===== config.mk =====
export PLATFORM = sky130hd
export DESIGN_NAME = sie_prep
export DESIGN_NICKNAME = d
export VERILOG_FILES = /design/src/sie_pkg.sv /design/src/sie_prep.sv
export SDC_FILE = /design/constraint.sdc
export NUM_CORES = 1
export LEC_CHECK = 0
export BUFFER_PORTS_ARGS = -buffer_cell sky130_fd_sc_hd__buf_2
export CAP_MARGIN = 20
export CORE_AREA = 4 4 90 92
export CTS_BUF_LIST = sky130_fd_sc_hd__clkbuf_2
export DETAILED_ROUTE_END_ITERATION = 7
export DIE_AREA = 0 0 94 96
export HOLD_SLACK_MARGIN = 0.03
export PLACE_DENSITY = 0.87
export SLEW_MARGIN = 20
export SYNTH_ARGS = -nofsm -noshare
export SYNTH_HDL_FRONTEND = slang
export SYNTH_SLANG_ARGS = --single-unit

===== constraint.sdc =====
create_clock -name clk -period 1.85 [get_ports clk]
set_clock_uncertainty 0.15 [all_clocks]
set_input_delay 0.0925 -clock clk [delete_from_list [all_inputs] [get_ports clk]]
set_output_delay 0.0925 -clock clk [all_outputs]
set_load 0.005 [all_outputs]

===== src/sie_pkg.sv =====
// ----------------------------------------------------------------------------
// sie_pkg
// Shared types and constants for the sheath incident energy pipeline.
// ----------------------------------------------------------------------------
package sie_pkg;

	localparam int FRAC_W  = 24;   // fraction bits of the log2 result
	localparam int EXP_W   = 5;    // integer part of log2 of a 24-bit value
	localparam int MANT_W  = 32;   // normalized mantissa width
	localparam int LOG_W   = EXP_W + FRAC_W;
	localparam int FIRST_SQ_STAGE = 3;
	localparam int LAST_SQ_STAGE  = FIRST_SQ_STAGE + FRAC_W - 1;
	localparam int NUM_STAGES     = LAST_SQ_STAGE + 4;

	// log2(qe / (2 pi me)) - 8, in Q.24
	localparam logic [LOG_W-1:0] LOG_OFFSET = 29'd448190624;
	// ln2 / 2 in Q0.32
	localparam logic [31:0] HALF_LN2 = 32'd1488522236;
	// 2.8 in Q8.16
	localparam logic [23:0] FACTOR_FALLBACK = 24'd183501;

	typedef struct packed {
		logic               opcode;
		logic signed [23:0] ion_temp;
		logic signed [23:0] electron_temp;
		logic               fallback;
	} item_t;

	typedef struct packed {
		logic [EXP_W-1:0]  expo;
		logic [MANT_W-1:0] mant;
		logic [FRAC_W-1:0] frac;
	} lane_t;

endpackage


===== src/sie_prep.sv =====
// ----------------------------------------------------------------------------
// sie_prep
// First stage: registers the transaction, takes the speed magnitude and
// picks the log arguments and the fallback condition.
// ----------------------------------------------------------------------------
module sie_prep (
	input  logic               clk,
	input  logic               arst_n,
	input  logic               en,
	input  logic               in_valid,
	input  logic               opcode,
	input  logic signed [23:0] ion_temp,
	input  logic signed [23:0] electron_temp,
	input  logic signed [23:0] flow_speed,
	output logic               valid_s1,
	output sie_pkg::item_t     item_s1,
	output logic [23:0]        x_te_s1,
	output logic [23:0]        x_u_s1
);
	import sie_pkg::*;

	logic        te_pos;
	logic        u_nz;
	logic [23:0] mag;

	assign te_pos = !electron_temp[23] && (electron_temp != 24'sd0);
	assign u_nz   = (flow_speed != 24'sd0);
	assign mag    = flow_speed[23] ? 24'(-flow_speed) : flow_speed;

	always_ff @(posedge clk or negedge arst_n) begin
		if (!arst_n) begin
			valid_s1 <= 1'b0;
		end else if (en) begin
			valid_s1 <= in_valid;
		end
	end

	// Unused lanes get an argument of one so that they idle harmlessly.
	always_ff @(posedge clk) begin
		if (en) begin
			item_s1.opcode        <= opcode;
			item_s1.ion_temp      <= ion_temp;
			item_s1.electron_temp <= electron_temp;
			item_s1.fallback      <= !te_pos || !u_nz;
			x_te_s1               <= te_pos ? electron_temp : 24'd1;
			x_u_s1                <= u_nz ? mag : 24'd1;
		end
	end

endmodule


==> run_results.csv <==
group,metric,value,unit
status,status,"finished with violations",
status,violations,"setup timing",
timing,slew_headroom,63.0,%
drt,ant_nets,0,
drt,first_pass_iters,4,
pwr,p_total,4.49,mW
clocking,worstSkewPairLatency,0.54,ns
drt,drt_iter0_drc,167,
yosys,synthMuxAreaShare,0.568,%
yosys,synthCells,210,
timing,rsz0062_at_grt,"true",
yosys,synthDistinctLibCells,34,
yosys,netlist_area,0.00374,mm^2
layout,stdcell_area,0.00606,mm^2
floorplanning,rows,31,
job,cap_violations,0,
drt,detail_route.wl_per_cell,20.8,um
clocking,cts_tree,"built",
yosys,yosysSeqAreaShare,79.3,%
timing,fin_crit,1.89,ns
place,postPlaceCellArea,0.00483,mm^2
place,place_inst,490,
place,dp_slack,-0.0355,ns
yosys,synthTopCellsByCount,"edfxtp_1 (98), xnor2_1 (21), and2_1 (14), nor2b_1 (9), nand2_1 (8)",
yosys,ys_warn_count,0,
setup_path,crit_path_max_fanout,3,
yosys,synth_edf_count,98,
global_routing,grt_pass1_wl,17.4,mm
global_routing,grt_max_degree,41,
yosys,syn_nets,288,
floorplanning,start_util,51.9,%
setup_path,worst_setup_path_end_kind,"register",
floorplanning,fp.dieW,94,um
timing,finalHoldViolations,0,
place,numPortBuffers,175,
drt,drc_errors,0,
timing,setup_viol,4,
timing,hold_slack,0.0734,ns
timing,drv_slew,0,
yosys,syn_area_per_cell,17.8,um^2
timing,worstMarginPinSlew,0.548,ns
layout,fill_cells,367,
yosys,yosys.area_share.adder,0.334,%
global_routing,grt_antenna_before_repair,1,
pwr,pwr_density_cell,740,mW/mm^2
yosys,synth-compound-area-share,3.18,%
floorplanning,core,0.00721,mm^2
yosys,ys_ff_latch,99,
layout,fin_nets,585,
yosys,yosys.area_share.simple,11.1,%
layout,finish.utilization,84.0,%
pwr,ir_drop,0.391,mV
timing,layout_setup_ws,-0.0372,ns
yosys,yosys_most_used_dff,"edfxtp_1",
yosys,yosys-top-cells-area,"edfxtp_1 (79%), xnor2_1 (4.9%), and2_1 (2.3%), nor2b_1 (1.5%), nor4_1 (1.0%)",
min_path,hold_class,"primary input to register",
clocking,clk_pin_slew_worst_paths,0.24,ns
pwr,leakage,2.49,nW
place,place_congestion,0.823,
floorplanning,boundaryPins,176,
clocking,cts_inserted_buffers,9,
yosys,yosysTopAreaCell,"edfxtp_1",
yosys,synthArstFlopShare,1.01,%
clocking,cts_max_level,3,
drt,vias_per_cell,5.33,
setup_path,required,2.03,ns
clocking,cts-root-buf,"clkbuf_2",
layout,areaGrowthSynthToFinish,61.8,%
global_routing,grt_usage,26.0,%
floorplanning,die_h,96,um
yosys,post-synth-top-area-fraction,78.6,%
setup_path,critical_path_class,"primary input to register",
place,place_hpwl,6.64,mm
layout,final_layout_size_suffix_gt1_share,41.4,%
timing,period_share,102,%
setup_path,critPathLaunchType,"primary input",
timing,timing.fmax,530,MHz
yosys,synth_top_family_by_area,"simple AND/OR/NAND/NOR gates",
setup_path,crit_arrival,2.06,ns
global_routing,grt_pass1_vias,3329,
clocking,clockBufferDepth,2,
yosys,yosysMostFrequentCell,"edfxtp_1",
clocking,numClockSinks,99,
drt,via_count,3265,
yosys,synth_xor_area_share,4.91,%
timing,tns,-0.107,ns
layout,fin_cells,612,
global_routing,overflow,0,
drt,drt-total-wl,12.7,mm
floorplanning,die_area,0.00902,mm^2
-- layout make-up --
type | count | area [um^2] | share of cell area, %
Inverter | 2 | 7.51 | 0.124
Clock buffer | 9 | 45.0 | 0.744
Clock inverter | 7 | 60.1 | 0.992
Antenna cell | 1 | 2.50 | 0.0413
Sequential cell | 99 | 2970 | 49.0
Tap cell | 99 | 124 | 2.05
Multi-Input combinational cell | 106 | 811 | 13.4
Timing Repair Buffer | 289 | 2040 | 33.7
-- where the power goes --
part	switching [mW]	leakage [nW]	internal, mW	total (mW)
clock	0.775	0.0636	0.201	0.977
sequential	0.0607	0.967	2.68	2.74
combinational	0.347	1.46	0.421	0.768
-- worst paths after layout --
check / cells past startpoint / to / slack, ns / from
worst max register to register: 2 / valid_s1 / 0.37 / valid_s1
min in group asynchronous: 3 / valid_s1 / 0.18 / arst_n
worst min register to register: 2 / valid_s1 / 0.96 / valid_s1
max in group asynchronous: 3 / valid_s1 / 1.28 / arst_n
worst max-delay path: 6 / x_u_s1[21] / -0.04 / flow_speed[16]
worst min-delay path: 4 / x_u_s1[20] / 0.07 / flow_speed[15]
-- cells by family after synthesis --
logic type,after synthesis
xor+xnor,21
other cells,1
fa+ha+maj,1
buf+inv,5
mux,2
simple gates,64
compound gates,17
flops,99
-- layer usage --
layer | vias up | global-route usage (%) | routed length, um
li1 | 1403 | - | -
met1 | 1582 | 27.8 | 4290
met2 | 240 | 48.2 | 6910
met3 | 40 | 7.58 | 1210
met4 | 0 | 10.6 | 333
met5 | - | 0 | 0
-- cell usage in the layout (no fill, tap or decap), types with 2 or more instances in the layout --
cell / netlist / layout
dlygate4sd3_1: 0 / 103
nand4b_1: 3 / 3
nand3_1: 2 / 2
dlymetal6s4s_1: 0 / 3
buf_2: 0 / 171
nor3_1: 7 / 3
o41ai_1: 4 / 3
nor2_1: 2 / 2
buf_4: 0 / 10
clkbuf_2: 0 / 9
buf_12: 0 / 2
nand2b_1: 3 / 3
inv_8: 0 / 2
nor4_1: 6 / 5
o31ai_1: 4 / 3
nor4_4: 1 / 2
o21ai_1: 6 / 6
inv_1: 2 / 2
nor3_2: 0 / 3
clkinv_4: 0 / 3
xnor2_1: 21 / 21
nor2b_1: 9 / 9
and2_1: 14 / 14
o31ai_2: 1 / 2
edfxtp_1: 98 / 98
nand2_1: 8 / 8
-- worst max-delay path, cell delays in order --
cell and delay (ns):
buf_2 0.11, dlygate4sd3_1 0.56, or4_4 0.58, or3_1 0.34, o31ai_2 0.28, xnor2_1 0.11
-- timing repair --
action / in CTS / in global routing
gates resized for setup: 0 / 12
setup buffers: 0 / 2
endpoints found under the setup margin: 0 / 7
endpoints found under the hold margin: 180 / 14
hold buffers: 93 / 13
-- sequential cells by signal, summed over array words and instances, names as in the netlist --
name / cells
item_s1: 50
x_te_s1: 24
x_u_s1: 24
valid_s1: 1
No activity file was read; power rests on OpenSTA's default activity.
