File: src/sie_pkg.sv
// ----------------------------------------------------------------------------
// sie_pkg
// Shared types and constants for the sheath incident energy pipeline.
// ----------------------------------------------------------------------------
package sie_pkg;

	localparam int FRAC_W  = 24;   // fraction bits of the log2 result
	localparam int EXP_W   = 5;    // integer part of log2 of a 24-bit value
	localparam int MANT_W  = 32;   // normalized mantissa width
	localparam int LOG_W   = EXP_W + FRAC_W;
	localparam int FIRST_SQ_STAGE = 3;
	localparam int LAST_SQ_STAGE  = FIRST_SQ_STAGE + FRAC_W - 1;
	localparam int NUM_STAGES     = LAST_SQ_STAGE + 4;

	// log2(qe / (2 pi me)) - 8, in Q.24
	localparam logic [LOG_W-1:0] LOG_OFFSET = 29'd448190624;
	// ln2 / 2 in Q0.32
	localparam logic [31:0] HALF_LN2 = 32'd1488522236;
	// 2.8 in Q8.16
	localparam logic [23:0] FACTOR_FALLBACK = 24'd183501;

	typedef struct packed {
		logic               opcode;
		logic signed [23:0] ion_temp;
		logic signed [23:0] electron_temp;
		logic               fallback;
	} item_t;

	typedef struct packed {
		logic [EXP_W-1:0]  expo;
		logic [MANT_W-1:0] mant;
		logic [FRAC_W-1:0] frac;
	} lane_t;

endpackage

File: src/sie_energy.sv
// ----------------------------------------------------------------------------
// sie_energy
// Forms the base energy and factor * Te, then adds, rounds to Q24.8,
// clamps at zero and saturates high.
// ----------------------------------------------------------------------------
module sie_energy (
	input  logic           clk,
	input  logic           arst_n,
	input  logic           en_a,
	input  logic           en_b,
	input  logic           in_valid,
	input  sie_pkg::item_t in_item,
	input  logic [23:0]    in_factor,
	output logic           valid_a,
	output logic           valid_b,
	output logic [23:0]    factor_b,
	output logic [31:0]    energy_b,
	output logic           sat_b
);
	import sie_pkg::*;

	logic               valid_sa;
	logic [23:0]        factor_sa;
	logic signed [49:0] base_sa;
	logic signed [49:0] fte_sa;
	logic signed [49:0] ti_x;
	logic signed [49:0] te_x;
	logic signed [49:0] base;
	logic signed [49:0] fte;
	logic signed [49:0] sum;
	logic [49:0]        rounded;

	assign ti_x = {{26{in_item.ion_temp[23]}}, in_item.ion_temp};
	assign te_x = {{26{in_item.electron_temp[23]}}, in_item.electron_temp};
	assign base = in_item.opcode ? (ti_x <<< 17)
		: (((ti_x <<< 1) + ti_x) <<< 16) + (te_x <<< 15);
	assign fte  = $signed({26'b0, in_factor}) * te_x;

	always_ff @(posedge clk or negedge arst_n) begin
		if (!arst_n) begin
			valid_sa <= 1'b0;
		end else if (en_a) begin
			valid_sa <= in_valid;
		end
	end

	always_ff @(posedge clk) begin
		if (en_a) begin
			factor_sa <= in_factor;
			base_sa   <= base;
			fte_sa    <= fte;
		end
	end

	assign sum     = base_sa + fte_sa;
	assign rounded = (50'(sum) + 50'd32768) >> 16;

	always_ff @(posedge clk or negedge arst_n) begin
		if (!arst_n) begin
			valid_b <= 1'b0;
		end else if (en_b) begin
			valid_b <= valid_sa;
		end
	end

	always_ff @(posedge clk) begin
		if (en_b) begin
			factor_b <= factor_sa;
			if (sum <= 50'sd0) begin
				energy_b <= 32'd0;
				sat_b    <= 1'b0;
			end else if (rounded[49:32] != 18'd0) begin
				energy_b <= 32'hFFFF_FFFF;
				sat_b    <= 1'b1;
			end else begin
				energy_b <= rounded[31:0];
				sat_b    <= 1'b0;
			end
		end
	end

	assign valid_a = valid_sa;

endmodule

File: config.mk
export PLATFORM = sky130hd
export DESIGN_NAME = sie_energy
export DESIGN_NICKNAME = d
export VERILOG_FILES = /design/src/sie_pkg.sv /design/src/sie_energy.sv
export SDC_FILE = /design/constraint.sdc
export NUM_CORES = 2
export LEC_CHECK = 0
export BUFFER_PORTS_ARGS = -buffer_cell sky130_fd_sc_hd__buf_2
export CORE_MARGIN = 5
export CORE_UTILIZATION = 56
export CTS_BUF_LIST = sky130_fd_sc_hd__clkbuf_4 sky130_fd_sc_hd__clkbuf_8 sky130_fd_sc_hd__clkbuf_16
export DETAILED_ROUTE_END_ITERATION = 10
export GPL_ROUTABILITY_DRIVEN = 0
export GPL_TIMING_DRIVEN = 1
export HOLD_SLACK_MARGIN = 0.02
export PLACE_DENSITY = 0.78
export SLEW_MARGIN = 20
export SYNTH_ARGS = -nofsm -noshare
export SYNTH_HDL_FRONTEND = slang
export SYNTH_SLANG_ARGS = --single-unit
File: constraint.sdc
create_clock -name clk -period 6.7 [get_ports clk]
set_input_delay 1.005 -clock clk [delete_from_list [all_inputs] [get_ports clk]]
set_output_delay 1.005 -clock clk [all_outputs]
set_load 0.01 [all_outputs]
==> summary.txt <==
Finish
  – Non-filler cells in the finished layout: 4,161
  – Multi-input logic area: 23,100 sq um
  – Net count, final: 4,304
  – Share of cells above drive strength 1: 18.6%
  – FILL cells: 3,940
  – Area grow syn2layout: 16.6%
  – Register area: 4790 sq um

Yosys
  – Yosys warning count: 0
  – Synth top area share: 32.4%
  – Post-synth top area cell: fa_1
  – Most used flip-flop cell after synthesis: edfxtp_1
  – Most common cell in the netlist: inv_1
  – Post-synth EDFFs: 158
  – Post-Syn Instances: 3,158
  – Commonest cells in the netlist: inv_1, fa_1, nand2_1
  – Mapped Nets: between 4,000 and 5,000
  – Largest cells by area after synthesis: fa_1, edfxtp_1, ha_1
  – Sequential share of the synthesized area: between 10% and 20%
  – Synth Area per Inst: roughly 9.5 sq um
  – Ys async rst share: around 1.3%
  – Synth cell types: 100
  – Cell area after synthesis: 30,000 sq um
  – #FFs+latches synth: 160

Critical path
  – CP max-delay cell: fa_2
  – Worst endpoint required time: between 6 and 7 ns
  – Worst path most repeated cell: fa_1
  – Worst r2r dst: energy_b[25]$_SDFFCE_PP0P_
  – FF-to-FF path depth: 13
  – Flop-to-flop setup slack: 1.30 ns
  – Largest fanout on the critical path: 8
  – Crit-path max cell delay: 0.59 ns
  – Worst path arrival time: around 7.4 ns
  – Critical setup path kind: primary input to flop
  – Worst R2R Start: fte_sa[15]$_DFFE_PP_
  – Worst Setup End Kind: flop
  – Worst setup SP type: primary input

Global route
  – Initial antenna violation count: 1
  – Gr usage total: 27.2%
  – First-pass GRT wire length: 126 mm
  – Largest net degree at the start of global routing: 59
  – GRT Residual Overflow: 0
  – Vias in the first global route: 24,600

Clocking
  – H-tree depth: 4
  – Clk sinks: 160
  – Clk_lat worst skew: 0.50 ns
  – # hold bufs at CTS: 0
  – CTS tree: yes
  – CTS max path bufs: 2
  – CTS buffer count: 17
  – Worst-path clk slew: ~0.07 ns
  – Root buf cell: clkbuf_16

STA
  – RSZ-0062 raised after global routing: yes
  – Final hold vios: 0
  – Fin crit share: 106%
  – Fmax: 0.140 GHz
  – Min Tclk post-route: 7.12 ns
  – Worst slew pin tran: 1.04 ns
  – Setup slack after layout: -0.419 ns
  – # setup viols final: 21
  – Final-report max-slew violation count: 0
  – Max transition margin: 30.4%
  – Worst clock skew: 0.0114 ns

Status
  – Failing checks: negative setup slack
  – Status: finished, violations left

Die
  – Die area: 58,300 sq um
  – FP Rows: 84
  – Placeable Area: 52,800 sq um
  – Die H: 241 um
  – Die extent in x: between 200 and 250 um
  – Io pins: 138
  – Starting Density: 56.8%

Routing
  – DRT iter0 DRCs: 1,785
  – Pre-Repair DR Iteration Count: 6
  – # DRC: 0
  – Final wirelength: 78.8 mm
  – Vias/cell: 5.70
  – Routed WL per cell: 18.9 um
  – Post-DRT Antenna Nets: 0
  – Total number of vias: around 24,000

Place
  – Setup Slack @ Placement: -1.19 ns
  – DP Wirelength: 62.7 mm
  – # port buffers: 136
  – Post-Place Cells: 4,078

Hold path
  – Hold WC Path Type: primary input to asynchronous set/reset pin

Job
  – Max_cap viols: 0
metrics by stage:
step           TNS (ns)  utilization (%)  hold WS [ns]  area, sq um
3_5_place_dp     -20.87             62.4         0.405        32900
5_1_grt           -8.21             66.2         0.272        34900
2_1_floorplan     -6.14                -         0.400        30300
4_1_cts           -2.07             65.4         0.264        34500
6_report          -4.13             66.3         0.287        35000
3_3_place_gp     -17.93             62.4         0.401        32900
routing by layer:
layer,vias up,track usage (%),wire (um)
met3,199,4.97,6200
met2,941,45.6,38300
met1,11800,35.7,31400
met5,-,0,0
li1,10800,-,-
met4,0,9.52,2880
cell type report:
class                   count  area share [%]
clock buffers              17            1.22
inverters                 569            6.11
multi-input cells        2297            66.0
flip-flops and latches    160            13.7
diodes                      6          0.0429
repair buffers            409            9.98
clock inverters            15           0.490
well taps                 688            2.46
worst max path at each step:
stage                        from                    to  slack, ns
CTS                   in_item[13]  fte_sa[47]$_DFFE_PP_      -0.37
detailed placement     in_item[7]  fte_sa[47]$_DFFE_PP_      -1.19
global placement       in_item[9]  fte_sa[47]$_DFFE_PP_      -1.04
floorplan             in_item[15]  fte_sa[47]$_DFFE_PP_      -0.77
global route        in_factor[18]  fte_sa[47]$_DFFE_PP_      -0.56
finish                in_item[13]  fte_sa[47]$_DFFE_PP_      -0.42
cells by family after synthesis:
family	synth area share [%]
AOI/OAI and AO/OA	10.4
xor gates and xnor gates	3.80
adders and majority gates	44.3
buffers and inverters	9.02
DFF	16.0
muxes	0.246
and+or+nand+nor	16.2
critical path: cells and delay by family:
| kind | cells | cell delay [ns] |
|---|---|---|
| buf+inv | 6 | 0.56 |
| xor+xnor | 1 | 0.10 |
| fa+ha+maj | 8 | 3.57 |
| simple gates | 3 | 0.29 |
| compound gates | 7 | 1.83 |
layout by cell type, fill, tap and decap left out, types with 70 or more instances in the layout:
cell type | Yosys | final
nor2_1 | 74 | 70
fa_1 | 485 | 461
nand2_1 | 356 | 348
ha_1 | 286 | 270
o21ai_0 | 80 | 72
and2_1 | 292 | 260
buf_4 | 1 | 236
edfxtp_1 | 158 | 158
xnor2_1 | 84 | 81
buf_2 | 13 | 93
a21oi_1 | 94 | 86
inv_1 | 569 | 549
registers in the layout, indices dropped and copies added (netlist names):
name,count
base_sa,28
energy_b,32
factor_b,24
factor_sa,24
fte_sa,49
sat_b,1
valid_a,1
valid_b,1
repair_timing:
| item | CTS | global route |
|---|---|---|
| pin swaps | 93 | 60 |
| resized for setup | 199 | 69 |
| buffers inserted | 26 | 20 |
| cloned | 1 | 3 |
| setup endpoints to repair | 22 | 24 |
Power is not shown: default switching activity piles up to over one toggle a cycle in this logic, so the estimate is an artifact.
