--- src/sie_pkg.sv ---
// ----------------------------------------------------------------------------
// sie_pkg
// Shared types and constants for the sheath incident energy pipeline.
// ----------------------------------------------------------------------------
package sie_pkg;

	localparam int FRAC_W  = 24;   // fraction bits of the log2 result
	localparam int EXP_W   = 5;    // integer part of log2 of a 24-bit value
	localparam int MANT_W  = 32;   // normalized mantissa width
	localparam int LOG_W   = EXP_W + FRAC_W;
	localparam int FIRST_SQ_STAGE = 3;
	localparam int LAST_SQ_STAGE  = FIRST_SQ_STAGE + FRAC_W - 1;
	localparam int NUM_STAGES     = LAST_SQ_STAGE + 4;

	// log2(qe / (2 pi me)) - 8, in Q.24
	localparam logic [LOG_W-1:0] LOG_OFFSET = 29'd448190624;
	// ln2 / 2 in Q0.32
	localparam logic [31:0] HALF_LN2 = 32'd1488522236;
	// 2.8 in Q8.16
	localparam logic [23:0] FACTOR_FALLBACK = 24'd183501;

	typedef struct packed {
		logic               opcode;
		logic signed [23:0] ion_temp;
		logic signed [23:0] electron_temp;
		logic               fallback;
	} item_t;

	typedef struct packed {
		logic [EXP_W-1:0]  expo;
		logic [MANT_W-1:0] mant;
		logic [FRAC_W-1:0] frac;
	} lane_t;

endpackage

--- src/sie_sq_stage.sv ---
// ----------------------------------------------------------------------------
// sie_sq_stage
// One step of the log2 chain: squares both mantissas and yields one more
// fraction bit for each lane.
// ----------------------------------------------------------------------------
module sie_sq_stage (
	input  logic           clk,
	input  logic           arst_n,
	input  logic           en,
	input  logic           in_valid,
	input  sie_pkg::item_t in_item,
	input  sie_pkg::lane_t in_te,
	input  sie_pkg::lane_t in_u,
	output logic           valid_sk,
	output sie_pkg::item_t item_sk,
	output sie_pkg::lane_t te_lane_sk,
	output sie_pkg::lane_t u_lane_sk
);
	import sie_pkg::*;

	// The mantissa stays in [2^31, 2^32); a square at or above 2 gives a one.
	function automatic lane_t square_step(input lane_t l);
		lane_t                 r;
		logic [2*MANT_W-1:0]   sq;
		logic [MANT_W:0]       t;
		sq = {{MANT_W{1'b0}}, l.mant} * {{MANT_W{1'b0}}, l.mant};
		t  = sq[2*MANT_W-1:MANT_W-1];
		r.expo = l.expo;
		r.mant = t[MANT_W] ? t[MANT_W:1] : t[MANT_W-1:0];
		r.frac = {l.frac[FRAC_W-2:0], t[MANT_W]};
		return r;
	endfunction

	always_ff @(posedge clk or negedge arst_n) begin
		if (!arst_n) begin
			valid_sk <= 1'b0;
		end else if (en) begin
			valid_sk <= in_valid;
		end
	end

	always_ff @(posedge clk) begin
		if (en) begin
			item_sk    <= in_item;
			te_lane_sk <= square_step(in_te);
			u_lane_sk  <= square_step(in_u);
		end
	end

endmodule

--- config.mk ---
export PLATFORM = sky130hd
export DESIGN_NAME = sie_sq_stage
export DESIGN_NICKNAME = d
export VERILOG_FILES = /design/src/sie_pkg.sv /design/src/sie_sq_stage.sv
export SDC_FILE = /design/constraint.sdc
export NUM_CORES = 2
export LEC_CHECK = 0
export BUFFER_PORTS_ARGS = -buffer_cell sky130_fd_sc_hd__buf_2
export CAP_MARGIN = 10
export CORE_ASPECT_RATIO = 0.9
export CORE_MARGIN = 2
export CORE_UTILIZATION = 35
export CTS_CLUSTER_SIZE = 12
export DETAILED_ROUTE_END_ITERATION = 7
export PLACE_DENSITY = 0.57
export SETUP_SLACK_MARGIN = 0.2
export SYNTH_ARGS = -nofsm -noshare
export SYNTH_HDL_FRONTEND = slang
export SYNTH_SLANG_ARGS = --single-unit
--- constraint.sdc ---
create_clock -name clk -period 1.1 [get_ports clk]
set_clock_uncertainty 0.2 [all_clocks]
set_input_delay 0.11 -clock clk [delete_from_list [all_inputs] [get_ports clk]]
set_output_delay 0.11 -clock clk [all_outputs]
set_load 0.05 [all_outputs]
==> qor.txt <==
Biggest area consumer among synthesized cells: sky130_fd_sc_hd__fa_1
Yosys warning count: 0
Highest achievable clock rate: 128 MHz
Sinks on Clock Net: 173
Area growth from synthesis to layout: 33.7%
Post-detailed-routing wire length: 204 mm
Run status: finished, violations left
Violations in the final reports: hold timing, setup timing
Number of fill cells: 16846
Die ar.: 186000 um^2
DRT Pass-1 Iters: 6
Number of port buffers: 346
Flip-flop and latch count after synthesis: 173
Die Span X: 454 um
Class of the tightest hold or removal check: input port to async pin
Post-Place Cell Area: 78100 um^2
Element type at the critical path end: flop
Final worst setup slack: -6.72 ns
Endpoint of the most critical register-to-register path: valid_sk
RSZ-0062 raised after global routing: yes
Most used flip-flop cell after synthesis: sky130_fd_sc_hd__edfxtp_1
Slowest library cell on the worst path: sky130_fd_sc_hd__fa_2
Register-to-register setup slack: 0.13 ns
Fraction of post-synthesis cell area in the top cell type by area: 49.5%
Per-cell routed wire length: 19.4 um
Actual slew at the worst max-slew pin: 0.674 ns
Hold-fix buffers at CTS: 109
Synth Area per Inst: 9.83 um^2
Worst hold slack after final layout: -0.160 ns
Clock tree from TritonCTS: yes
Total number of nets in the final design: 10475
Core region area: 181000 um^2
Max-capacitance violation count: 0
Area of the mapped netlist: 63900 um^2
Synthesized net count: 8861
Final cycle utilization of the critical path: 711%
CTS root buf: sky130_fd_sc_hd__clkbuf_16
Gpl congestion: 0.983
Num rows: 148
Most numerous cell in the Yosys netlist: sky130_fd_sc_hd__inv_1
Share of cells above drive strength 1: 27.9%
Most instantiated cells after synthesis: sky130_fd_sc_hd__inv_1, sky130_fd_sc_hd__fa_1, sky130_fd_sc_hd__ha_1
Number of hold violations in the final report: 28
Arrival time worst endpoint: 7.83 ns
Global-route wire length before repair: 319 mm
Worst slew margin relative to its limit: 54.7%
HPWL reported at the end of detailed placement: 173 mm
Final Instance Area: 85500 um^2
Final critical delay including setup and external delays: 7.82 ns
Required arrival time at the worst endpoint: 1.12 ns
Total global routing overflow: 0
Clock tree buffer depth: 2
Worst reg-to-reg path cell count: 1
Overall Global Routing Usage: 22.4%
Total via count in the routed design: 49224
Crit path kind: input port to flop
Number of setup violations in the final report: 239
Via count of the first global-routing pass: 54867
Final core utilization: 47.2%
Async S/R FF share, synth: 0.578%
Top cells by area in the synthesized netlist: sky130_fd_sc_hd__fa_1, sky130_fd_sc_hd__ha_1, sky130_fd_sc_hd__inv_1
Initial Utilization: 35.3%
Iteration-0 DRC Markers: 2802
Gate Count Post-Synth: 6505
CTS clk-pin slew, worst paths: 0.08 ns
Antenna violations before repair: 6
Post-synthesis sequential area ratio: 8.12%
Post-synth EDFFs: 172
DR vias/cell: 4.67
Count of unique library cells instantiated by Yosys: 75
Clock latency at the later pin of the worst-skew pair: 0.47 ns
Total count of max-transition violations in the final report: 0
Vertical die dimension: 409 um
Pin count of the biggest net entering global routing: 44
R2r startpoint: valid_sk
Count of unresolved DRC violations after routing: 0
Startpoint kind of the worst setup timing path: input port
Critical path peak fanout: 5
Maximum level of the CTS H-tree: 4
Number of antenna-violating nets in the routed design: 0
IO Count: 349
Slowest Stage Delay on Critical Path: 0.59 ns
TritonCTS Buffers: 17
## layout make-up
| cell class | count | area [um^2] | share of cell area [%] |
|---|---|---|---|
| multi-input combinational | 4134 | 52800 | 61.7 |
| timing repair buffer | 1831 | 16500 | 19.3 |
| inverter | 1961 | 7390 | 8.65 |
| sequential | 173 | 5190 | 6.07 |
| tap | 2400 | 3000 | 3.51 |
| clock buffer | 17 | 425 | 0.498 |
| clock inverter | 15 | 174 | 0.203 |
| timing repair inverter | 1 | 11.3 | 0.0132 |
| antenna | 3 | 7.51 | 0.00878 |
## sequential cells by signal, indices dropped and copies added (netlist names)
signal / cells
u_lane_sk: 61
item_sk: 50
te_lane_sk: 61
valid_sk: 1
## per-layer routing
layer / vias up / global-route usage (%) / routed length [um]
li1: 22312 / - / -
met1: 25434 / 31.3 / 89500
met2: 1256 / 36.5 / 97300
met3: 220 / 3.04 / 11400
met4: 2 / 5.71 / 5980
met5: - / 0 / 13
## repair_timing
action	in CTS	in global routing
setup endpoints to repair	240	241
hold endpoints to repair	183	56
pin swaps	201	206
buffers inserted	84	43
gates cloned	12	5
resized for setup	852	283
## how the worst max path moves through the flow
| stage | from | to | slack [ns] |
|---|---|---|---|
| global route | in_te[30] | te_lane_sk[49] | -6.87 |
| floorplan | in_u[37] | u_lane_sk[43] | -6.36 |
| detailed placement | in_te[27] | te_lane_sk[39] | -7.63 |
| CTS | in_te[38] | te_lane_sk[38] | -6.53 |
| finish | in_te[30] | te_lane_sk[49] | -6.72 |
| global placement | in_te[27] | te_lane_sk[39] | -7.65 |
## layout by cell type, fill, tap and decap left out, types with 23 or more instances in the layout
| cell type | synthesis | routed |
|---|---|---|
| sky130_fd_sc_hd__buf_4 | 3 | 1190 |
| sky130_fd_sc_hd__a31o_2 | 27 | 25 |
| sky130_fd_sc_hd__buf_2 | 9 | 118 |
| sky130_fd_sc_hd__nand4_1 | 27 | 27 |
| sky130_fd_sc_hd__nand2_1 | 559 | 522 |
| sky130_fd_sc_hd__nor2_1 | 125 | 100 |
| sky130_fd_sc_hd__and2_1 | 465 | 415 |
| sky130_fd_sc_hd__xor2_1 | 70 | 64 |
| sky130_fd_sc_hd__buf_6 | 0 | 266 |
| sky130_fd_sc_hd__and2_4 | 0 | 48 |
| sky130_fd_sc_hd__o21ai_0 | 64 | 38 |
| sky130_fd_sc_hd__nand2_2 | 0 | 24 |
| sky130_fd_sc_hd__a21oi_1 | 126 | 102 |
| sky130_fd_sc_hd__edfxtp_1 | 172 | 172 |
| sky130_fd_sc_hd__xnor2_1 | 83 | 67 |
| sky130_fd_sc_hd__inv_1 | 1959 | 1905 |
| sky130_fd_sc_hd__dlygate4sd3_1 | 0 | 108 |
| sky130_fd_sc_hd__inv_2 | 1 | 49 |
| sky130_fd_sc_hd__buf_12 | 0 | 98 |
| sky130_fd_sc_hd__fa_1 | 1582 | 1497 |
| sky130_fd_sc_hd__ha_4 | 0 | 47 |
| sky130_fd_sc_hd__mux2_4 | 0 | 23 |
| sky130_fd_sc_hd__fa_2 | 0 | 85 |
| sky130_fd_sc_hd__a21o_1 | 83 | 82 |
| sky130_fd_sc_hd__o21bai_1 | 27 | 25 |
| sky130_fd_sc_hd__buf_8 | 0 | 35 |
| sky130_fd_sc_hd__ha_1 | 598 | 549 |
## cells by family after synthesis
family,share of synthesized area [%]
xor gates and xnor gates,2.10
AOI/OAI and AO/OA,4.76
DFF,8.12
buffers and inverters,12.9
adders and majority gates,61.2
and+or+nand+nor,10.0
muxes,0.838
## critical path, delay by kind of cell
kind | cells | cell delay, ns
adders and majority gates | 9 | 4.38
buffers and inverters | 12 | 1.44
AOI/OAI and AO/OA | 8 | 1.48
and+or+nand+nor | 3 | 0.38
## through the flow
step	std cells	setup slack (ns)	TNS, ns
3_3_place_gp	10248	-7.65	-481.07
2_1_floorplan	6505	-6.36	-414.01
6_report	10535	-6.72	-475.58
4_1_cts	10485	-6.53	-474.02
3_5_place_dp	10248	-7.63	-481.63
5_1_grt	10533	-6.87	-491.57
Power is left out: the tool's default activity adds up to more than one toggle a clock period on the data nets, which glitch-free logic cannot reach.
