`src/sie_pkg.sv`:
```
// ----------------------------------------------------------------------------
// sie_pkg
// Shared types and constants for the sheath incident energy pipeline.
// ----------------------------------------------------------------------------
package sie_pkg;

	localparam int FRAC_W  = 24;   // fraction bits of the log2 result
	localparam int EXP_W   = 5;    // integer part of log2 of a 24-bit value
	localparam int MANT_W  = 32;   // normalized mantissa width
	localparam int LOG_W   = EXP_W + FRAC_W;
	localparam int FIRST_SQ_STAGE = 3;
	localparam int LAST_SQ_STAGE  = FIRST_SQ_STAGE + FRAC_W - 1;
	localparam int NUM_STAGES     = LAST_SQ_STAGE + 4;

	// log2(qe / (2 pi me)) - 8, in Q.24
	localparam logic [LOG_W-1:0] LOG_OFFSET = 29'd448190624;
	// ln2 / 2 in Q0.32
	localparam logic [31:0] HALF_LN2 = 32'd1488522236;
	// 2.8 in Q8.16
	localparam logic [23:0] FACTOR_FALLBACK = 24'd183501;

	typedef struct packed {
		logic               opcode;
		logic signed [23:0] ion_temp;
		logic signed [23:0] electron_temp;
		logic               fallback;
	} item_t;

	typedef struct packed {
		logic [EXP_W-1:0]  expo;
		logic [MANT_W-1:0] mant;
		logic [FRAC_W-1:0] frac;
	} lane_t;

endpackage

```
`src/sie_norm.sv`:
```
// ----------------------------------------------------------------------------
// sie_norm
// Second stage: finds the top set bit of both log arguments and shifts
// each into a mantissa with its leading one at bit 31.
// ----------------------------------------------------------------------------
module sie_norm (
	input  logic           clk,
	input  logic           arst_n,
	input  logic           en,
	input  logic           in_valid,
	input  sie_pkg::item_t in_item,
	input  logic [23:0]    x_te,
	input  logic [23:0]    x_u,
	output logic           valid_s2,
	output sie_pkg::item_t item_s2,
	output sie_pkg::lane_t te_lane_s2,
	output sie_pkg::lane_t u_lane_s2
);
	import sie_pkg::*;

	function automatic lane_t norm_lane(input logic [23:0] x);
		lane_t            r;
		logic [EXP_W-1:0] n;
		n = '0;
		for (int i = 0; i < 24; i++) begin
			if (x[i]) begin
				n = EXP_W'(i);
			end
		end
		r.expo = n;
		r.mant = {8'b0, x} << (EXP_W'(MANT_W - 1) - n);
		r.frac = '0;
		return r;
	endfunction

	always_ff @(posedge clk or negedge arst_n) begin
		if (!arst_n) begin
			valid_s2 <= 1'b0;
		end else if (en) begin
			valid_s2 <= in_valid;
		end
	end

	always_ff @(posedge clk) begin
		if (en) begin
			item_s2    <= in_item;
			te_lane_s2 <= norm_lane(x_te);
			u_lane_s2  <= norm_lane(x_u);
		end
	end

endmodule

```
`config.mk`:
```
export PLATFORM = sky130hd
export DESIGN_NAME = sie_norm
export DESIGN_NICKNAME = d
export VERILOG_FILES = /design/src/sie_pkg.sv /design/src/sie_norm.sv
export SDC_FILE = /design/constraint.sdc
export NUM_CORES = 1
export LEC_CHECK = 0
export ABC_AREA = 0
export BUFFER_PORTS_ARGS = -buffer_cell sky130_fd_sc_hd__clkbuf_2
export CORE_AREA = 2 2 116 118
export DETAILED_ROUTE_END_ITERATION = 8
export DIE_AREA = 0 0 118 120
export PLACE_DENSITY = 0.81
export SLEW_MARGIN = 20
export SYNTH_ARGS = -nofsm -noshare
export SYNTH_HDL_FRONTEND = slang
export SYNTH_SLANG_ARGS = --single-unit
export TNS_END_PERCENT = 1
```
`constraint.sdc`:
```
create_clock -name clk -period 1 [get_ports clk]
set_input_delay 0 -clock clk [delete_from_list [all_inputs] [get_ports clk]]
set_output_delay 0 -clock clk [all_outputs]
set_load 0.01 [all_outputs]
```
==> results of run 1 <==
==> state kept, by name, summed over array words and instances (netlist names) <==
signal      cells
te_lane_s2     37
item_s2        50
u_lane_s2      37
valid_s2        1
==> synthesized netlist by cell type (4+ instances only) <==
| library cell | count |
|---|---|
| mux2_2 | 13 |
| a31oi_1 | 7 |
| nor3_1 | 14 |
| nand2b_1 | 7 |
| o22ai_1 | 11 |
| nor4_1 | 7 |
| nand3_1 | 8 |
| o21ai_0 | 21 |
| nand2_1 | 45 |
| nor2_1 | 67 |
| buf_4 | 50 |
| inv_1 | 15 |
| o31ai_1 | 5 |
| a22oi_1 | 6 |
| a21o_1 | 4 |
| mux2i_1 | 49 |
| clkbuf_1 | 13 |
| edfxtp_1 | 124 |
| and2_1 | 4 |
| a221o_1 | 5 |
| a211oi_1 | 6 |
| a21oi_1 | 41 |
| a22o_1 | 4 |
| o221ai_1 | 4 |
==> routing by layer <==
| layer | part of all wire | GRT usage | vias to the layer above |
|---|---|---|---|
| li1 | - | - | 3107 |
| met1 | 0.38 | 0.392 | 3239 |
| met2 | 0.51 | 0.588 | 423 |
| met3 | 0.075 | 0.0656 | 80 |
| met4 | 0.033 | 0.107 | 0 |
| met5 | 0 | 0 | - |
==> where the power goes <==
part	switching, mW	internal, mW	total (mW)
clock	2.17	3.37	5.54
sequential	0.160	6.35	6.51
combinational	2.07	1.86	3.92
==> cell type report <==
class                   instances  area (µm²)
multi-input cells             437        3070
repair buffers                482        3290
inverters                      19        76.3
flip-flops and latches        125        3750
clock buffers                  19         433
clock inverters                12         100
well taps                     176         220
fillers                       699        2040
==> cell usage in the layout, fill, tap and decap left out, drive strengths merged, types with 5 or more instances in the layout <==
master,netlist,final
dlygate4sd3,0,53
nand2b,7,7
nand3,8,8
mux2i,51,51
conb,1,64
edfxtp,124,124
clkinv,1,8
mux2,14,14
clkbuf,13,244
o31ai,5,5
a22oi,6,6
a211oi,6,6
nor3,14,14
buf,55,204
nor4,8,8
a21oi,41,41
a31oi,7,7
o21ai,24,24
nor2,67,67
inv,18,18
a221o,5,5
nand2,46,46
o22ai,11,11
==> critical path: cells and delay by family <==
| kind | cells | cell delay, ns |
|---|---|---|
| AOI/OAI and AO/OA | 3 | 0.61 |
| and+or+nand+nor | 3 | 0.66 |
| buffers and inverters | 2 | 0.24 |
| muxes | 3 | 0.63 |
==> worst max path at each step <==
stage / start / end / depth (start not counted)
detailed placement: x_te[12] / te_lane_s2[53] / 11
global placement: x_u[19] / u_lane_s2[54] / 11
CTS: x_te[5] / te_lane_s2[49] / 11
finish: x_te[5] / te_lane_s2[49] / 11
global route: x_te[5] / te_lane_s2[49] / 11
floorplan: x_te[5] / te_lane_s2[49] / 10
==> cells by family after synthesis <==
group / after synthesis / synth area share
AOI/OAI and AO/OA: 147 / 0.149
other: 1 / 0.000562
buffers and inverters: 87 / 0.0796
and+or+nand+nor: 161 / 0.107
DFF: 125 / 0.562
muxes: 65 / 0.102
==> repair_timing <==
action / CTS / global route
buffers inserted: 1 / 1
setup endpoints to repair: 56 / 57
pin swaps: 14 / 3
hold endpoints to repair: 52 / 0
resized for setup: 72 / 44
hold buffers: 53 / 0
==> impl_metrics.ini, run 1 <==
[status]
status = finished with violations
violations = setup timing

[clock_network]
cts_buffer_depth = 2
cts.htree.levels = 4
clk_latency_ns = 0.40
numCtsBuffers = 17
cts_tree = built
cts_root_buffer = clkbuf_16
cts_sinks = 125
path_clk_slew_ns = 0.06

[sta]
holdWs_ns = 0.0414
setup_viol = 55
hold_viol_final = 0
rsz0062_at_grt = true
tightest_slew_ns = 0.469
relSlewSlack = 0.679
slew_viol_final = 0
fin_crit_ns = 1.98
setup_ws_ns = -0.982
fin_skew_ns = 0
fin_crit_sh = 1.98
finalSetupTns_ns = -37.72
fmax_mhz = 505

[worst_setup_path]
crit_slowest_cell = or4_4
r2r_start = valid_s2
crit_arrival_ns = 2.13
ff2ff_path_depth = 1
slowest_delay_ns = 0.43
ff2ff_setup_slack_ns = 0.24
cp.required_ns = 1.15
worstSetupPathType = in2reg
timing.rr.end = valid_s2
crit_chain = clkbuf_2, nor2_2, a221oi_2, or4_4, a21bo_1, nand2_4, buf_6, mux2i_4, mux2i_1, a221o_1, mux2_4
end_kind = flop
cp_max_fo = 4
start_kind = primary input

[place]
io_buffers = 226
placed_cells = 1184
pre_cts_slack_ns = -1.49
gp_congestion = 0.984
hpwl_um = 15900
placed_cell_area_um2 = 9370

[logic_synthesis]
synth_top_cell_by_area = edfxtp_1
yosysTopAreaCellShare = 0.558
synthArstFlopShare = 0.00800
netlist_area_um2 = 6670
yosysWarnings = 0
synth-main-ff-cell = edfxtp_1
synth_cell_type_count = 61
synthCells = 586
ys_seq_area_frac = 0.562
synth_area_leaders = edfxtp_1 (56%), mux2i_1 (7.4%), buf_4 (5.6%)
synth_edf_count = 124
avgSynthCellArea_um2 = 11.4
synth-seq-cells = 125

[floorplanning]
core.rowCount = 42
io_pins = 275
die-area_um2 = 14200
die_h_um = 120
die_w_um = 118
coreArea_um2 = 13000
start_util = 0.514

[route]
ant_nets = 0
vias = 6849
wl_per_cell_um = 18.3
drt_wl_total_um = 23200
initialDrtViolationCount = 623
drc_errors = 0
via_per_inst = 5.39
drt_first_pass_iters = 5

[hold_path]
hold_path.startpoint = en
hold_depth = 2
hold_end = te_lane_s2[57]
hold_path.class = in2reg

[global_routing]
antenna_found_initial = 0
grt_usage = 0.326
grt_overflow = 0
grt_pass1_wl_um = 35900
grt_max_degree = 72
grt_pass1_vias = 6693

[pwr]
ir_worst_vdd_v = 0.00130
power.density_nw_per_um2 = 1460
leakagePower_nw = 4.96
power.total_mw = 16.0

[final_layout]
num_antenna_cells = 0
final_util = 0.843
final_area_um2 = 10900
synthToLayoutAreaGrowth_pct = 64.0
final_net_count = 1184
post_route_cells_drive_above_1_share = 0.505
fin_cells = 1270

[job]
cap_violations = 0
Power figures use the tool's default switching activity.
==> run 2, diff against run 1 <==
--- a/config.mk
+++ b/config.mk
@@ -11,6 +11,7 @@
 export DETAILED_ROUTE_END_ITERATION = 8
 export DIE_AREA = 0 0 118 120
 export PLACE_DENSITY = 0.81
+export RECOVER_POWER = 50
 export SLEW_MARGIN = 20
 export SYNTH_ARGS = -nofsm -noshare
 export SYNTH_HDL_FRONTEND = slang
==> run 2 against run 1 <==
Net effect:
- the flow still finishes with violations (setup timing)
- count of clock-buffer cells in the layout is the same
- first-iteration DRC count shrank 0.32%
- largest cell class unchanged
- critical path depth is the same
- sequential power is essentially flat
==> impl_metrics.ini, run 2 (synthesis results as in run 1) <==
[place]
io_buffers = 226
hpwl_um = 15900
gp_congestion = 0.984

[clock_network]
cts.htree.levels = 4
numCtsBuffers = 17
cts_tree = built
cts_root_buffer = clkbuf_16
cts_sinks = 125
clk_latency_ns = 0.40
cts_buffer_depth = 2
path_clk_slew_ns = 0.06

[sta]
tightest_slew_ns = 0.925
setup_ws_ns = -0.982
setup_viol = 55
fin_crit_ns = 1.98
relSlewSlack = 0.383
slew_viol_final = 0
fin_crit_sh = 1.98
hold_viol_final = 0
fmax_mhz = 505
rsz0062_at_grt = true
fin_skew_ns = 0
finalSetupTns_ns = -37.64

[route]
drt_first_pass_iters = 5
vias = 6877
drc_errors = 0
initialDrtViolationCount = 621
drt_wl_total_um = 23200
via_per_inst = 5.41
ant_nets = 0
wl_per_cell_um = 18.3

[floorplanning]
die-area_um2 = 14200
coreArea_um2 = 13000
die_w_um = 118
io_pins = 275
core.rowCount = 42
die_h_um = 120
start_util = 0.514

[worst_setup_path]
worstSetupPathType = in2reg
crit_arrival_ns = 2.14
end_kind = flop
cp.required_ns = 1.15
start_kind = primary input
cp_max_fo = 4
ff2ff_setup_slack_ns = 0.24

[pwr]
leakagePower_nw = 4.94
power.density_nw_per_um2 = 1470
ir_worst_vdd_v = 0.00131
power.total_mw = 16.0

[final_layout]
final_common_cell = clkbuf_2
post_route_cells_drive_above_1_share = 0.503
final_net_count = 1184
top_register = item_s2
final_util = 0.839
largest_reg_flops = 50
num_antenna_cells = 0
synthToLayoutAreaGrowth_pct = 63.4
reg.largest.list = item_s2 (50), te_lane_s2 (37), u_lane_s2 (37)
most-common-layout-cells = clkbuf_2 (228), buf_4 (181), edfxtp_1 (124)

[global_routing]
grt_max_degree = 72
grt_pass1_wl_um = 35900
grt_pass1_vias = 6693
grt_overflow = 0
grt_usage = 0.326
antenna_found_initial = 0

[status]
violations = setup timing
status = finished with violations

[hold_path]
hold_path.class = in2reg

[job]
cap_violations = 0
==> run 2: final cells by class <==
class | count | area (µm²)
Inverter | 19 | 76.3
Multi-Input combinational cell | 437 | 3070
Clock inverter | 12 | 100
Sequential cell | 125 | 3750
Clock buffer | 19 | 433
Tap cell | 176 | 220
Timing Repair Buffer | 482 | 3240
Fill cell | 708 | 2080
==> run 2: where the power goes <==
part	switching (mW)	leakage (nW)	internal [mW]	total, mW
clock network	2.18	0.250	3.37	5.55
logic	2.06	3.47	1.84	3.90
registers	0.160	1.23	6.35	6.51
total	4.40	4.94	11.6	16.0
==> run 2: worst max-delay path, stage by stage <==
cell,delay [ns]
clkbuf_2,0.10
nor2_2,0.12
a221oi_2,0.08
or4_4,0.44
a21bo_1,0.22
nand2_4,0.11
buf_6,0.14
mux2i_4,0.26
mux2i_1,0.10
a221o_1,0.31
mux2_4,0.27
==> run 2: per-layer routing <==
metal / part of all wire / track usage / vias to the layer above
li1: - / - / 3110
met1: 0.37 / 0.392 / 3239
met2: 0.51 / 0.588 / 449
met3: 0.079 / 0.0656 / 79
met4: 0.033 / 0.107 / 0
met5: 0 / 0 / -
==> run 2: per-stage QoR <==
stage | hold slack [ns] | std cells | setup WS (ns) | cell area [µm²]
finish | 0.155 | 1270 | -0.982 | 10900
global route | 0.170 | 1270 | -1.03 | 10900
CTS | 0.0290 | 1269 | -0.948 | 10700
detailed placement | -0.223 | 1184 | -1.49 | 9370
global placement | -0.224 | 1184 | -1.47 | 9370
floorplan | -0.296 | 649 | -1.18 | 6930
==> run 2: path summary, 6_finish.rpt <==
check / from / cells past startpoint / endpoint
min in group asynchronous: arst_n / 3 / valid_s2
worst min register to register: valid_s2 / 1 / valid_s2
worst max register to register: valid_s2 / 1 / valid_s2
worst max-delay path: x_te[5] / 11 / te_lane_s2[49]
max in group asynchronous: arst_n / 3 / valid_s2
worst min-delay path: x_te[0] / 4 / te_lane_s2[32]
==> run 2: timing repair <==
item / 4_1_cts / 5_1_grt
gates resized for setup: 72 / 44
setup endpoints to repair: 56 / 57
endpoints found under the hold margin: 52 / 0
hold buffers: 53 / 0
pin swaps: 14 / 3
buffers inserted: 1 / 1
