File: config.mk
export PLATFORM = sky130hd
export DESIGN_NAME = sie_factor
export DESIGN_NICKNAME = d
export VERILOG_FILES = /design/src/sie_pkg.sv /design/src/sie_factor.sv
export SDC_FILE = /design/constraint.sdc
export NUM_CORES = 1
export LEC_CHECK = 0
export ABC_AREA = 1
export BUFFER_PORTS_ARGS = -buffer_cell sky130_fd_sc_hd__buf_4
export CAP_MARGIN = 20
export CORE_MARGIN = 5
export CORE_UTILIZATION = 56
export DETAILED_ROUTE_END_ITERATION = 10
export MAX_ROUTING_LAYER = met4
export PLACE_DENSITY_LB_ADDON = 0.2
export SKIP_CTS_REPAIR_TIMING = 1
export SLEW_MARGIN = 20
export SYNTH_ARGS = -nofsm -noshare
export SYNTH_HDL_FRONTEND = slang
export SYNTH_SLANG_ARGS = --single-unit
File: constraint.sdc
create_clock -name clk -period 6.7 [get_ports clk]
set_input_delay 1.005 -clock clk [delete_from_list [all_inputs] [get_ports clk]]
set_output_delay 1.005 -clock clk [all_outputs]
set_load 0.02 [all_outputs]
File: src/sie_pkg.sv
// ----------------------------------------------------------------------------
// sie_pkg
// Shared types and constants for the sheath incident energy pipeline.
// ----------------------------------------------------------------------------
package sie_pkg;

	localparam int FRAC_W  = 24;   // fraction bits of the log2 result
	localparam int EXP_W   = 5;    // integer part of log2 of a 24-bit value
	localparam int MANT_W  = 32;   // normalized mantissa width
	localparam int LOG_W   = EXP_W + FRAC_W;
	localparam int FIRST_SQ_STAGE = 3;
	localparam int LAST_SQ_STAGE  = FIRST_SQ_STAGE + FRAC_W - 1;
	localparam int NUM_STAGES     = LAST_SQ_STAGE + 4;

	// log2(qe / (2 pi me)) - 8, in Q.24
	localparam logic [LOG_W-1:0] LOG_OFFSET = 29'd448190624;
	// ln2 / 2 in Q0.32
	localparam logic [31:0] HALF_LN2 = 32'd1488522236;
	// 2.8 in Q8.16
	localparam logic [23:0] FACTOR_FALLBACK = 24'd183501;

	typedef struct packed {
		logic               opcode;
		logic signed [23:0] ion_temp;
		logic signed [23:0] electron_temp;
		logic               fallback;
	} item_t;

	typedef struct packed {
		logic [EXP_W-1:0]  expo;
		logic [MANT_W-1:0] mant;
		logic [FRAC_W-1:0] frac;
	} lane_t;

endpackage

File: src/sie_factor.sv
// ----------------------------------------------------------------------------
// sie_factor
// Combines the two logarithms into the log-domain sheath term, scales it
// by ln2/2 and selects the factor in use.
// ----------------------------------------------------------------------------
module sie_factor (
	input  logic           clk,
	input  logic           arst_n,
	input  logic           en_a,
	input  logic           en_b,
	input  logic           in_valid,
	input  sie_pkg::item_t in_item,
	input  sie_pkg::lane_t in_te,
	input  sie_pkg::lane_t in_u,
	input  logic [23:0]    fixed_factor,
	output logic           valid_a,
	output logic           valid_b,
	output sie_pkg::item_t item_b,
	output logic [23:0]    factor_b
);
	import sie_pkg::*;

	logic               valid_sa;
	item_t              item_sa;
	logic signed [31:0] s_sa;
	logic signed [31:0] s_comb;
	logic [63:0]        prod;
	logic [23:0]        computed;
	logic [23:0]        factor_sel;

	assign s_comb = $signed({3'b0, in_te.expo, in_te.frac})
		- $signed({2'b0, in_u.expo, in_u.frac, 1'b0})
		+ $signed({3'b0, LOG_OFFSET});

	always_ff @(posedge clk or negedge arst_n) begin
		if (!arst_n) begin
			valid_sa <= 1'b0;
		end else if (en_a) begin
			valid_sa <= in_valid;
		end
	end

	always_ff @(posedge clk) begin
		if (en_a) begin
			item_sa <= in_item;
			s_sa    <= s_comb;
		end
	end

	// The scaled term stays well below 2^24, so the top bits need no clamp.
	assign prod     = {33'b0, s_sa[30:0]} * {32'b0, HALF_LN2} + (64'd1 << 39);
	assign computed = (s_sa <= 32'sd0) ? 24'd0 : prod[63:40];

	always_comb begin
		if (fixed_factor != 24'd0) begin
			factor_sel = fixed_factor;
		end else if (item_sa.fallback) begin
			factor_sel = FACTOR_FALLBACK;
		end else begin
			factor_sel = computed;
		end
	end

	always_ff @(posedge clk or negedge arst_n) begin
		if (!arst_n) begin
			valid_b <= 1'b0;
		end else if (en_b) begin
			valid_b <= valid_sa;
		end
	end

	always_ff @(posedge clk) begin
		if (en_b) begin
			item_b   <= item_sa;
			factor_b <= factor_sel;
		end
	end

	assign valid_a = valid_sa;

endmodule

==> metrics.log, run 1 <==
[metrics] average vias per placed instance: 5.03
[metrics] fraction of the yosys area taken by sequential cells: 18.1%
[metrics] FMAX: 137 MHz
[metrics] routed len/inst: 17.7 µm
[metrics] vias after detailed routing: 21750
[metrics] cell area after synthesis: 26200 µm²
[metrics] total number of H-tree levels: 4
[metrics] number of library cell types mapped by synthesis: 46
[metrics] remaining global-route overflow: 0
[metrics] total placed instance area: 31100 µm²
[metrics] maximum number of pins on one net before global-route repair: 77
[metrics] core occupancy in the finished layout: 70.3%
[metrics] number of max-slew violations in the final report: 0
[metrics] fraction of synthesized cell area taken by the top area cell type: 26.8%
[metrics] starting density of the core: 56.5%
[metrics] Synth area leader: sky130_fd_sc_hd__fa_1
[metrics] Critical Path End Type: register
[metrics] Tcrit/Tclk final: 109%
[metrics] final setup violating endpoints: 22
[metrics] pin slew with the least headroom to its limit: 1.04 ns
[metrics] number of nets with antenna violations after routing: 0
[metrics] clock tree from TritonCTS: done
[metrics] launching element type of the critical path: register
[metrics] most frequently used flop master after synthesis: sky130_fd_sc_hd__edfxtp_1
[metrics] sum of negative setup slack: -10.20 ns
[metrics] cell types with the highest counts after synthesis: 925 x sky130_fd_sc_hd__inv_1, 676 x sky130_fd_sc_hd__nand2_1, 374 x sky130_fd_sc_hd__ha_1, 351 x sky130_fd_sc_hd__fa_1, 167 x sky130_fd_sc_hd__nor2_1
[metrics] vias in the first global route: 23087
[metrics] max-slew headroom at the worst pin: 31.0%
[metrics] wire length of the first global-routing pass: 120 mm
[metrics] final standard cell count with taps included and fillers excluded: 4323
[metrics] die outline area: 51200 µm²
[metrics] Max-Cap Viols: 0
[metrics] Net Count, Synth: 4067
[metrics] worst setup slack after layout: -0.588 ns
[metrics] final net count: 4628
[metrics] port buffer count: 212
[metrics] buffer depth of the longest clock path: 2
[metrics] syn_area_per_cell: 8.34 µm²
[metrics] count of routing violations after the opening detailed-route iteration: 1158
[metrics] fin crit period: 7.29 ns
[metrics] CP max-delay cell: sky130_fd_sc_hd__fa_2
[metrics] site row count: 79
[metrics] Placer Congestion: 1.04
[metrics] root buffer cell: sky130_fd_sc_hd__clkbuf_16
[metrics] proportion of layout cells with a drive suffix above 1: 25.1%
[metrics] most used cell, CP: sky130_fd_sc_hd__fa_1
[metrics] Clk pin slew, worst setup/hold paths: 0.08 ns
[metrics] Post-Route WL: 76.6 mm
[metrics] final instance area: 32600 µm²
[metrics] largest clock skew in the final design: 0.0239 ns
[metrics] ranking of synthesized cells by area: sky130_fd_sc_hd__fa_1 27%, sky130_fd_sc_hd__edfxtp_1 18%, sky130_fd_sc_hd__ha_1 18%
[metrics] Synth Register Bits: 158
[metrics] post-detailed-placement half-perimeter wirelength: 67.4 mm
[metrics] count of endpoints failing hold in the final timing report: 0
[metrics] crit-path max FO: 6
[metrics] number of buffers created by CTS: 17
[metrics] Yosys warning total: 0
[metrics] Hold Path Class: in -> async
[metrics] global routing usage summed across all routing layers: 31.5%
[metrics] Num Clock Sinks: 158
[metrics] area delta synth->final: 24.5%
[metrics] most used standard cell by instance count after synthesis: sky130_fd_sc_hd__inv_1
[metrics] unrepaired setup endpoints after global routing: yes
[metrics] number of enable-type register cells in the synthesized netlist: 156
[metrics] path type of the worst setup path: reg -> reg
[metrics] antenna violations before repair: 1
[metrics] proportion of register bits with asynchronous set or reset after synthesis: 1.27%
[metrics] die span in x: 226 µm
[metrics] first drt pass iteration count: 7
[metrics] DRC: 0
[metrics] top-level I/O count: 277
[metrics] Syn Inst Count: 3141
[metrics] core box area: 46400 µm²
[metrics] worst path required time: 6.94 ns
[metrics] stage delay of the slowest cell on the critical path: 0.63 ns
[metrics] die span in y: 226 µm
[metrics] outcome: complete, but fails checks
[metrics] arrival time of the worst setup path: 7.53 ns
[metrics] Skew-Pair Late Insertion Delay: 0.48 ns
[metrics] violated checks: negative setup slack
[metrics] number of placed cells counting well taps: 4257
-- cell type report --
cell class / count / area, µm²
clock inverter: 15 / 175
inverter: 943 / 3570
timing repair buffer: 545 / 4110
multi-input combinational: 2037 / 18800
clock buffer: 17 / 425
antenna: 1 / 2.50
fill: 3721 / 13800
tap: 607 / 759
sequential: 158 / 4730
-- registers in the layout, summed over array words and instances (netlist names) --
| signal | cells |
|---|---|
| item_sa | 50 |
| s_sa | 32 |
| factor_b | 24 |
| valid_b | 1 |
| item_b | 50 |
| valid_a | 1 |
-- worst max-delay path: cells and delay by family, from the launching register on --
| kind | cells | cell delay (ns) |
|---|---|---|
| DFF | 1 | 0.39 |
| and+or+nand+nor | 17 | 1.74 |
| adders and majority gates | 9 | 4.32 |
| buffers and inverters | 8 | 0.59 |
-- path summary, 6_finish.rpt --
| kind | from | end | slack, ns | cells past startpoint |
|---|---|---|---|---|
| min | arst_n | valid_a | 0.29 | 1 |
| max in group asynchronous | arst_n | valid_b | 6.32 | 1 |
| max reg2reg | s_sa[18] | factor_b[16] | -0.59 | 34 |
| max | s_sa[18] | factor_b[16] | -0.59 | 34 |
| min reg2reg | item_sa[28] | item_b[28] | 0.42 | 0 |
| min in group clk | item_sa[28] | item_b[28] | 0.42 | 0 |
-- through the flow --
stage	setup slack, ns	hold WS (ns)
2_1_floorplan	-0.427	0.400
3_3_place_gp	-0.609	0.400
3_5_place_dp	-0.735	0.405
4_1_cts	-0.750	0.261
5_1_grt	-0.913	0.271
6_report	-0.588	0.294
-- per-layer routing --
metal | global-route usage (%) | vias to the layer above | routed length [µm]
li1 | - | 10603 | -
met1 | 36.8 | 10401 | 30500
met2 | 55.0 | 582 | 39400
met3 | 4.13 | 164 | 3240
met4 | 12.7 | 0 | 3520
met5 | - | - | 0
-- logic make-up (layout without fill, tap and decap cells) --
family          Yosys count  in the layout  synth area share, %
flops                   158            158                 18.1
xor+xnor                 43             43                 1.61
simple gates           1109           1109                 18.5
buf+inv                 946           1520                 13.6
compound gates          160            160                 3.54
fa+ha+maj               725            725                 44.7
other cells               0              1                    0
-- cells in the final DEF (no fill, tap or decap), drive strengths merged, types with 4 or more instances in the layout --
master    instances
nand4            38
a21oi            84
edfxtp          156
a21boi            5
xor2             32
nor3             26
a22oi             4
clkbuf           17
xnor2            11
nand3b            7
o21bai           11
ha              374
inv             941
clkinvlp         10
fa              351
buf             545
o21ai            43
a21o              6
nor2            197
nand3           123
clkinv            7
nand2           710
Power of run 1 is not shown: default switching activity piles up to over one toggle a cycle in this logic, so the estimate is an artifact.
==> run 2, diff against run 1 <==
--- a/config.mk
+++ b/config.mk
@@ -7,9 +7,9 @@
 export LEC_CHECK = 0
 export ABC_AREA = 1
-export BUFFER_PORTS_ARGS = -buffer_cell sky130_fd_sc_hd__buf_4
 export CAP_MARGIN = 20
 export CORE_MARGIN = 5
-export CORE_UTILIZATION = 56
+export CORE_UTILIZATION = 60
 export DETAILED_ROUTE_END_ITERATION = 10
+export DONT_BUFFER_PORTS = 1
 export MAX_ROUTING_LAYER = met4
 export PLACE_DENSITY_LB_ADDON = 0.2
==> constraint.sdc (replaced) <==
create_clock -name clk -period 6.7 [get_ports clk]
set_input_delay 1.34 -clock clk [delete_from_list [all_inputs] [get_ports clk]]
set_output_delay 1.34 -clock clk [all_outputs]
set_load 0.02 [all_outputs]
==> run 2 against run 1 <==
The flow still finishes with violations (negative setup slack). First-iteration DRC count shrank 0.43%. Worst hold slack gained 0.11 ns. Count of clock-buffer cells in the layout stayed put. Sequential cell count unchanged. Sequential share of layout area grew 0.86 points.
==> metrics.log, run 2 (same netlist as run 1, synthesis figures left out) <==
[metrics] Worst Path Buf+Inv: 8 (unchanged)
[metrics] Num Clock Sinks: 158 (unchanged)
[metrics] path type of the worst setup path: reg -> reg (unchanged)
[metrics] routed len/inst: 17.8 µm (was 17.7 µm)
[metrics] top-level I/O count: 277 (unchanged)
[metrics] Critical Path End Type: register (unchanged)
[metrics] DRC: 0 (unchanged)
[metrics] remaining global-route overflow: 0 (unchanged)
[metrics] global routing usage summed across all routing layers: 32.1% (was 31.5%)
[metrics] final setup violating endpoints: 23 (was 22)
[metrics] commonest cells after routing, fill and taps aside: 884 x sky130_fd_sc_hd__inv_1, 628 x sky130_fd_sc_hd__nand2_1, 360 x sky130_fd_sc_hd__ha_1 (was 864 x sky130_fd_sc_hd__inv_1, 606 x sky130_fd_sc_hd__nand2_1, 540 x sky130_fd_sc_hd__buf_4)
[metrics] total number of H-tree levels: 4 (unchanged)
[metrics] Skew-Pair Late Insertion Delay: 0.47 ns (was 0.48 ns)
[metrics] proportion of layout cells with a drive suffix above 1: 18.7% (was 25.1%)
[metrics] launching element type of the critical path: register (unchanged)
[metrics] sum of negative setup slack: -12.74 ns (was -10.20 ns)
[metrics] final net count: 4406 (was 4628)
[metrics] site row count: 76 (was 79)
[metrics] max-slew headroom at the worst pin: 49.9% (was 31.0%)
[metrics] root buffer cell: sky130_fd_sc_hd__clkbuf_16 (unchanged)
[metrics] die span in y: 219 µm (was 226 µm)
[metrics] most common library cell in the layout ignoring fill and taps: sky130_fd_sc_hd__inv_1 (unchanged)
[metrics] core occupancy in the finished layout: 71.4% (was 70.3%)
[metrics] clock tree from TritonCTS: done (unchanged)
[metrics] antenna violations before repair: 0 (was 1)
[metrics] crit-path leading delay family: adder cells (unchanged)
[metrics] largest registers: item_b x50, item_sa x50, s_sa x32 (unchanged)
[metrics] vias after detailed routing: 20955 (was 21750)
[metrics] port buffer count: 0 (was 212)
[metrics] pre-CTS WS: -0.752 ns (was -0.735 ns)
[metrics] final standard cell count with taps included and fillers excluded: 4078 (was 4323)
[metrics] post-detailed-placement half-perimeter wirelength: 63.7 mm (was 67.4 mm)
[metrics] Post-Route WL: 72.6 mm (was 76.6 mm)
[metrics] pin slew with the least headroom to its limit: 0.749 ns (was 1.04 ns)
[metrics] number of nets with antenna violations after routing: 0 (unchanged)
[metrics] arrival time of the worst setup path: 7.61 ns (was 7.53 ns)
[metrics] number of placed cells counting well taps: 4019 (was 4257)
[metrics] Hold Path Class: reg -> reg (was in -> async)
[metrics] area delta synth->final: 17.5% (was 24.5%)
[metrics] Tcrit/Tclk final: 110% (was 109%)
[metrics] largest clock skew in the final design: 0.0146 ns (was 0.0239 ns)
[metrics] first drt pass iteration count: 8 (was 7)
[metrics] most used cell, CP: sky130_fd_sc_hd__nand2_2 (was sky130_fd_sc_hd__fa_1)
[metrics] count of routing violations after the opening detailed-route iteration: 1153 (was 1158)
[metrics] Placer Congestion: 1.04 (about the same)
[metrics] vias in the first global route: 21957 (was 23087)
[metrics] die span in x: 219 µm (was 226 µm)
[metrics] FMAX: 135 MHz (was 137 MHz)
[metrics] number of buffers created by CTS: 17 (unchanged)
[metrics] fin crit period: 7.38 ns (was 7.29 ns)
[metrics] violated checks: negative setup slack (unchanged)
[metrics] die outline area: 47900 µm² (was 51200 µm²)
[metrics] Ant. Diodes: 0 (was 1)
[metrics] number of max-slew violations in the final report: 0 (unchanged)
[metrics] starting density of the core: 60.8% (was 56.5%)
[metrics] maximum number of pins on one net before global-route repair: 85 (was 77)
[metrics] wire length of the first global-routing pass: 115 mm (was 120 mm)
[metrics] Max-Cap Viols: 0 (unchanged)
[metrics] outcome: complete, but fails checks (unchanged)
[metrics] worst setup slack after layout: -0.684 ns (was -0.588 ns)
[metrics] average vias per placed instance: 5.14 (was 5.03)
[metrics] core box area: 43100 µm² (was 46400 µm²)
[metrics] count of endpoints failing hold in the final timing report: 0 (unchanged)
[metrics] stage delay of the slowest cell on the critical path: 0.60 ns (was 0.63 ns)
[metrics] crit-path max FO: 5 (was 6)
[metrics] CP max-delay cell: sky130_fd_sc_hd__fa_2 (unchanged)
[metrics] buffer depth of the longest clock path: 2 (unchanged)
[metrics] worst path required time: 6.93 ns (was 6.94 ns)
[metrics] unrepaired setup endpoints after global routing: yes (unchanged)
[metrics] Clk pin slew, worst setup/hold paths: 0.08 ns (about the same)
==> run 2: cell types whose count changed in the layout (fill, tap and decap cells not counted), moves of 4 or more <==
cell,change
sky130_fd_sc_hd__buf_4,-227
sky130_fd_sc_hd__clkinvlp_4,-5
sky130_fd_sc_hd__inv_1,+20
sky130_fd_sc_hd__inv_2,-17
sky130_fd_sc_hd__nand2_1,+22
sky130_fd_sc_hd__nand2_2,-19
sky130_fd_sc_hd__nor2_1,+6
sky130_fd_sc_hd__nor2_2,-4
==> run 2: area by class of cell <==
class | count | area [µm²]
Sequential cell | 158 | 4730
Multi-Input combinational cell | 2037 | 18600
Clock inverter | 15 | 209
Clock buffer | 17 | 425
Inverter | 943 | 3560
Fill cell | 3427 | 12300
Timing Repair Buffer | 323 | 2480
Tap cell | 585 | 732
==> run 2: final timing paths <==
kind	startpoint	end	slack, ns	depth (start not counted)
worst max-delay path	s_sa[17]	factor_b[18]	-0.68	35
worst min register to register	item_sa[13]	item_b[13]	0.41	0
min in group asynchronous	arst_n	valid_b	0.56	0
worst min-delay path	item_sa[13]	item_b[13]	0.41	0
worst max register to register	s_sa[17]	factor_b[18]	-0.68	35
max in group asynchronous	arst_n	valid_a	6.07	0
==> run 2: routing by layer <==
layer	wire, µm	track usage, %	vias up
met5	0	-	-
li1	-	-	10140
met3	3330	4.04	136
met2	37000	55.5	546
met4	2700	10.3	0
met1	29600	39.6	10133
==> run 2: per-stage QoR <==
stage	hold slack, ns	cell area, µm²
finish	0.407	30800
global route	0.413	30800
CTS	0.411	30100
detailed placement	0.405	29400
global placement	0.400	29400
floorplan	0.400	26500
Power of run 2 is left out for the same reason.
